==> src/rtl/drm_pkg.sv <==
`timescale 1ns / 1ps
`default_nettype none

package drm_pkg;

    localparam logic [3:0]  ALARM_CONFIRM    = 4'd2;
    localparam logic [3:0]  PREALARM_CONFIRM = 4'd2;
    localparam logic [3:0]  RUN_MAX          = 4'd15;
    localparam logic [9:0]  QUIET_MAX        = 10'd1023;
    localparam logic [9:0]  QUIET_LOW        = 10'd60;
    localparam logic [9:0]  QUIET_ANY        = 10'd600;
    localparam logic [31:0] LIMIT_LOW        = 32'd51_200_000;
    localparam logic [31:0] LIMIT_HIGH       = 32'd2_560_000_000;
    localparam logic [47:0] DOSE_LIMIT       = 48'd9_216_000_000_000;

    localparam int FLAG_ALARM    = 0;
    localparam int FLAG_PREALARM = 1;
    localparam int FLAG_OVER     = 2;
    localparam int FLAG_NOSIG    = 3;

    typedef enum logic {
        REG_ALARM_LEVEL    = 1'b0,
        REG_PREALARM_LEVEL = 1'b1
    } t_reg_idx;

    typedef struct packed {
        logic [3:0]  alarm_run;
        logic [3:0]  prealarm_run;
        logic [9:0]  quiet_ticks;
        logic [47:0] dose_accum;
        logic [3:0]  flag_bits;
    } t_state;

    typedef struct packed {
        logic [31:0] rate_out;
        logic        rate_alarm;
        logic        rate_prealarm;
        logic        over_range;
        logic        no_signal;
        logic        flags_changed;
        logic [47:0] dose_total;
    } t_result;

endpackage

`default_nettype wire

==> src/rtl/drm_eval.sv <==
`timescale 1ns / 1ps
`default_nettype none

module drm_eval import drm_pkg::*; (
    input  wire logic [32:0] i_rate_in,
    input  wire logic        i_no_counts,
    input  wire logic        i_high_range,
    input  wire logic [31:0] i_alarm_level,
    input  wire logic [31:0] i_prealarm_level,
    input  wire t_state      i_state,
    output t_state           o_state,
    output t_result          o_result
);

    logic [31:0] rate;
    logic [31:0] limit;
    logic [31:0] rate_sub;
    logic        alarm_hit;
    logic        pre_hit;
    logic        alarm;
    logic        pre;
    logic        over;
    logic        nosig;
    logic [3:0]  flags;
    logic [48:0] sum;

    always_comb begin
        rate = i_rate_in[32] ? 32'd0 : i_rate_in[31:0];

        if (!i_no_counts) begin
            o_state.quiet_ticks = '0;
        end else if (i_state.quiet_ticks == QUIET_MAX) begin
            o_state.quiet_ticks = i_state.quiet_ticks;
        end else begin
            o_state.quiet_ticks = i_state.quiet_ticks + 10'd1;
        end

        alarm_hit = (rate >= i_alarm_level) && (i_alarm_level != 32'd0);
        if (!alarm_hit) begin
            o_state.alarm_run = '0;
        end else if (i_state.alarm_run == RUN_MAX) begin
            o_state.alarm_run = i_state.alarm_run;
        end else begin
            o_state.alarm_run = i_state.alarm_run + 4'd1;
        end
        alarm = alarm_hit && ((o_state.alarm_run >= ALARM_CONFIRM)
                              || i_state.flag_bits[FLAG_ALARM]);

        pre_hit = (rate >= i_prealarm_level) && (rate < i_alarm_level);
        if (!pre_hit) begin
            o_state.prealarm_run = '0;
        end else if (i_state.prealarm_run == RUN_MAX) begin
            o_state.prealarm_run = i_state.prealarm_run;
        end else begin
            o_state.prealarm_run = i_state.prealarm_run + 4'd1;
        end
        pre = pre_hit && ((o_state.prealarm_run >= PREALARM_CONFIRM)
                          || i_state.flag_bits[FLAG_PREALARM]);

        limit    = i_high_range ? LIMIT_HIGH : LIMIT_LOW;
        over     = (i_state.dose_accum >= DOSE_LIMIT) || (rate >= limit);
        rate_sub = over ? limit : rate;

        nosig = ((o_state.quiet_ticks > QUIET_LOW) && !i_high_range)
                || (o_state.quiet_ticks > QUIET_ANY);

        flags                   = '0;
        flags[FLAG_ALARM]       = alarm;
        flags[FLAG_PREALARM]    = pre;
        flags[FLAG_OVER]        = over;
        flags[FLAG_NOSIG]       = nosig;
        o_state.flag_bits       = flags;

        sum = {1'b0, i_state.dose_accum} + {17'd0, rate_sub};
        o_state.dose_accum = sum[48] ? {48{1'b1}} : sum[47:0];

        o_result.rate_out      = rate_sub;
        o_result.rate_alarm    = alarm;
        o_result.rate_prealarm = pre;
        o_result.over_range    = over;
        o_result.no_signal     = nosig;
        o_result.flags_changed = flags != i_state.flag_bits;
        o_result.dose_total    = o_state.dose_accum;
    end

endmodule

`default_nettype wire

==> src/rtl/dose_rate_alarm_monitor.sv <==
`timescale 1ns / 1ps
`default_nettype none
// An accepted word passes from the input register to the result register.
// Throughput: one word per cycle; the input register, state update and result
// register form a single pass, so only output stall slows the block.
// Reset (synchronous, active low) clears valids, all tick state and both
// threshold registers.

module dose_rate_alarm_monitor import drm_pkg::*; (
    input  wire logic        i_clk,
    input  wire logic        i_rst_n,
    input  wire logic        i_in_valid,
    output logic             o_in_stall,
    input  wire logic [32:0] i_rate_in,
    input  wire logic        i_no_counts,
    input  wire logic        i_high_range,
    output logic             o_out_valid,
    input  wire logic        i_out_stall,
    output logic [31:0]      o_rate_out,
    output logic             o_rate_alarm,
    output logic             o_rate_prealarm,
    output logic             o_over_range,
    output logic             o_no_signal,
    output logic             o_flags_changed,
    output logic [47:0]      o_dose_total,
    input  wire logic        psel,
    input  wire logic        penable,
    input  wire logic        pwrite,
    input  wire logic [2:0]  paddr,
    input  wire logic [31:0] pwdata,
    output logic [31:0]      prdata,
    output logic             pready
);

    logic        r_in_vld;
    logic [32:0] r_rate_in;
    logic        r_no_counts;
    logic        r_high_range;
    logic        r_out_vld;
    t_result     r_res;
    t_state      r_state;
    t_state      n_state;
    t_result     n_res;
    logic [31:0] r_alarm_level;
    logic [31:0] r_prealarm_level;
    logic        advance;
    logic        cfg_wr;
    t_reg_idx    reg_idx;

    assign advance    = r_in_vld && (!r_out_vld || !i_out_stall);
    assign o_in_stall = r_in_vld && !advance;

    drm_eval u_eval (
        .i_rate_in        (r_rate_in),
        .i_no_counts      (r_no_counts),
        .i_high_range     (r_high_range),
        .i_alarm_level    (r_alarm_level),
        .i_prealarm_level (r_prealarm_level),
        .i_state          (r_state),
        .o_state          (n_state),
        .o_result         (n_res)
    );

    always_ff @(posedge i_clk) begin
        if (!i_rst_n) begin
            r_in_vld  <= 1'b0;
            r_out_vld <= 1'b0;
            r_state   <= '0;
        end else begin
            if (!o_in_stall) begin
                r_in_vld <= i_in_valid;
            end
            if (advance) begin
                r_out_vld <= 1'b1;
                r_state   <= n_state;
            end else if (!i_out_stall) begin
                r_out_vld <= 1'b0;
            end
        end
    end

    always_ff @(posedge i_clk) begin
        if (i_in_valid && !o_in_stall) begin
            r_rate_in    <= i_rate_in;
            r_no_counts  <= i_no_counts;
            r_high_range <= i_high_range;
        end
        if (advance) begin
            r_res <= n_res;
        end
    end

    // config port
    assign pready  = 1'b1;
    assign cfg_wr  = psel && penable && pwrite && pready;
    assign reg_idx = t_reg_idx'(paddr[2]);

    always_ff @(posedge i_clk) begin
        if (!i_rst_n) begin
            r_alarm_level    <= '0;
            r_prealarm_level <= '0;
        end else if (cfg_wr) begin
            case (reg_idx)
                REG_ALARM_LEVEL:    r_alarm_level    <= pwdata;
                REG_PREALARM_LEVEL: r_prealarm_level <= pwdata;
                default: begin
                end
            endcase
        end
    end

    always_comb begin
        case (reg_idx)
            REG_ALARM_LEVEL:    prdata = r_alarm_level;
            REG_PREALARM_LEVEL: prdata = r_prealarm_level;
            default:            prdata = '0;
        endcase
    end

    assign o_out_valid     = r_out_vld;
    assign o_rate_out      = r_res.rate_out;
    assign o_rate_alarm    = r_res.rate_alarm;
    assign o_rate_prealarm = r_res.rate_prealarm;
    assign o_over_range    = r_res.over_range;
    assign o_no_signal     = r_res.no_signal;
    assign o_flags_changed = r_res.flags_changed;
    assign o_dose_total    = r_res.dose_total;

endmodule

`default_nettype wire

==> config.mk <==
export PLATFORM = sky130hd
export DESIGN_NAME = dose_rate_alarm_monitor
export DESIGN_NICKNAME = d
export VERILOG_FILES = /design/src/rtl/drm_pkg.sv /design/src/rtl/drm_eval.sv /design/src/rtl/dose_rate_alarm_monitor.sv
export SDC_FILE = /design/constraint.sdc
export NUM_CORES = 1
export LEC_CHECK = 0
export BUFFER_PORTS_ARGS = -buffer_cell sky130_fd_sc_hd__buf_2
export CORE_ASPECT_RATIO = 0.9
export CORE_UTILIZATION = 50
export CTS_BUF_LIST = sky130_fd_sc_hd__clkbuf_8 sky130_fd_sc_hd__clkbuf_16
export DETAILED_ROUTE_END_ITERATION = 8
export PLACE_DENSITY = 0.76
export SLEW_MARGIN = 30
export SYNTH_ARGS = -nofsm -noshare
export SYNTH_HDL_FRONTEND = slang
export SYNTH_SLANG_ARGS = --single-unit
==> constraint.sdc <==
create_clock -name i_clk -period 5.6 [get_ports i_clk]
set_clock_uncertainty 0.1 [all_clocks]
set_input_delay 0.28 -clock i_clk [delete_from_list [all_inputs] [get_ports i_clk]]
set_output_delay 0.28 -clock i_clk [all_outputs]
set_load 0.03 [all_outputs]
==> results.sh <==
export IMPL_outcome="complete, but fails checks"
export IMPL_violations="DRC"
export IMPL_syn_to_final_growth_pct=21.01
export IMPL_cts_made_buffers=26
export IMPL_fin_crit_ps=5383
export IMPL_path_clk_slew_ps=60
export IMPL_finalCritPeriodShare_pct=96.13
export IMPL_portBuffers=193
export IMPL_layout_common_cells="nand2_1, buf_2, a21oi_1, dfxtp_1, edfxtp_1"
export IMPL_pin_count=197
export IMPL_diodes=0
export IMPL_crit_end="o_dose_total[45]"
export IMPL_overflow=0
export IMPL_regToRegStartpoint="r_rate_in[32]"
export IMPL_rsz0062_at_grt="true"
export IMPL_yosysTopAreaCellShare_pct=25.37
export IMPL_timing_max_transition_violations_final=0
export IMPL_place_gp_congestion=0.9574
export IMPL_nNetsFinal=2009
export IMPL_p_leak_nw=6.948
export IMPL_dr_pass1_iters=8
export IMPL_synth_edf_count=120
export IMPL_yosysUniqueCellTypes=70
export IMPL_synth_ff_type="dfxtp_1"
export IMPL_fin_area_um2=17190
export IMPL_htree_levels=1
export IMPL_ant_nets=0
export IMPL_yosysSeqAreaShare_pct=44.54
export IMPL_worstSetupEndpointType="register"
export IMPL_drtIter0Drc=1118
export IMPL_place_area_um2=15610
export IMPL_place_ws_ps=173.1
export IMPL_first_global_vias=11730
export IMPL_maxCapViolations=0
export IMPL_ys_seq_elements=256
export IMPL_root_buffer="clkbuf_16"
export IMPL_vias_per_cell=5.721
export IMPL_synth_cells=1579
export IMPL_drc=9
export IMPL_clk_latency_ps=540
export IMPL_max_slew_margin_rel_pct=38.76
export IMPL_die_area_um2=29090
export IMPL_grtUsageTotal_pct=25.43
export IMPL_initial_core_util_pct=50.84
export IMPL_fin_ws_ps=216.9
export IMPL_grt_pass1_wl_um=59800
export IMPL_startpoint_type="register"
export IMPL_hp_class="in2reg"
export IMPL_clock_sinks=256
export IMPL_syn_nets=1765
export IMPL_synthArstFlopShare_pct=0
export IMPL_drive_gt1_share_pct=17.16
export IMPL_place_hpwl_um=26750
export IMPL_startpoint="r_rate_in[32]"
export IMPL_wirelength_um=37670
export IMPL_max_freq_mhz=185.8
export IMPL_wl_per_cell_um=17.11
export IMPL_syn_area_um2=14200
export IMPL_layout_commonest_cell="nand2_1"
export IMPL_worst_pin_slew_ps=916.4
export IMPL_grt_max_degree=93
export IMPL_syn_area_per_cell_um2=8.995
export IMPL_crit_type="reg2reg"
export IMPL_vias=12600
export IMPL_rows=58
export IMPL_yosys_warnings=0
export IMPL_setup_viol_count_final=0
export IMPL_required_ps=5770
export IMPL_power_density_nw_per_um2=270.5
export IMPL_cts_tree="built"
export IMPL_clock_path_buffers=3
export IMPL_peakVddDrop_v=0.0001971
export IMPL_r2r_cells=17
export IMPL_final_hold_violation_count=0
export IMPL_die_y_um=161.9
export IMPL_design_core_area_um2=27940
export IMPL_antenna_found_initial=0
export IMPL_ff2ff_setup_slack_ps=220
export IMPL_worstPathArrival_ps=5550
export IMPL_crit_fanout=37
export IMPL_synthTopCellsByArea="edfxtp_1, dfxtp_1, ha_1, nand2_1, a21oi_1"
export IMPL_r2r_end="o_dose_total[45]"
export IMPL_die_w_um=179.7
export IMPL_yosys_area_top_type="edfxtp_1"
-- repair_timing --
item	in CTS	in global routing
setup buffers	0	3
hold endpoints to repair	101	0
hold buffers	69	0
endpoints found under the setup margin	0	49
resized for setup	0	5
-- area by class of cell --
class                           instances  area [um2]
Clock buffer                           34       783.3
Clock inverter                         13       57.56
Fill cell                            2351       10750
Inverter                               86       329.1
Multi-Input combinational cell       1154        7259
Sequential cell                       256        6326
Tap cell                              360       450.4
Timing Repair Buffer                  299        1982
-- cell usage after synthesis (31+ instances only) --
cell type  instances
ha_1             108
nand3_1           31
nand2_1          273
inv_1             83
a21oi_1          151
dfxtp_1          136
o21ai_0           80
nor2_1           101
nand4_1           32
nor2b_1           34
clkbuf_1          65
xnor2_1           31
edfxtp_1         120
-- registers in the layout, indices dropped and copies added (netlist names), 32 cells and up --
name	flops
o_dose_total	48
r_alarm_level	32
o_rate_out	32
r_rate_in	33
r_state	70
r_prealarm_level	32
-- metal layers --
| layer | global-route usage (%) | part of all wire [%] | vias to the layer above |
|---|---|---|---|
| met3 | 3.543 | 6.9 | 59 |
| met1 | 35.74 | 46 | 5918 |
| li1 | - | - | 6155 |
| met2 | 40.84 | 45 | 466 |
| met5 | 0 | 0 | - |
| met4 | 7.641 | 2.7 | 0 |
-- how the worst min path moves through the flow --
stage          slack [ps]  cells after the start            end          start
6_report              120                      3    r_state[29]        i_rst_n
5_1_grt               130                      2    r_state[44]        i_rst_n
3_5_place_dp          360                      1  r_rate_in[30]  i_rate_in[30]
4_1_cts                90                      3    r_state[29]        i_rst_n
2_1_floorplan         280                      0   r_high_range   i_high_range
3_3_place_gp          360                      2     r_state[3]     r_state[3]
-- where the power goes --
group	leakage [nW]	switching, mW	internal (mW)
combinational	4.26	0.533	0.313
clock	0.444	0.711	0.975
sequential	2.25	0.0487	2.07
total	6.95	1.29	3.36
-- per-stage QoR --
step / std cells / util [%] / hold slack, ps / power [mW] / setup TNS (ps)
floorplan: 1579 / - / 278.9 / 2.709 / 0
global placement: 2082 / 55.77 / 355.6 / 2.932 / 0
detailed placement: 2083 / 55.87 / 358.1 / 2.951 / 0
CTS: 2199 / 61.35 / 91.44 / 4.674 / 0
global route: 2202 / 61.52 / 131.6 / 4.839 / -81.21
finish: 2202 / 61.52 / 116.2 / 4.650 / 0
-- logic make-up after synthesis --
kind of cell | share of synthesized area, %
xor+xnor | 2.837
other cells | 0.02640
compound gates | 18.53
flops | 44.54
fa+ha+maj | 9.725
buf+inv | 4.669
simple gates | 18.29
mux | 1.392
-- worst max-delay path, stage by stage (launching register included) --
cell,delay (ps)
edfxtp_1,410
buf_12,190
nor2b_1,180
ha_1,270
a2111o_1,410
a21oi_1,160
o211ai_1,100
a41o_1,280
buf_4,230
nor3b_1,530
ha_1,330
nand4_1,220
or3_1,420
a211oi_2,370
o31ai_4,200
a211oi_1,470
xnor2_1,170
nand2_1,70
(Power assumes the default switching activity.)
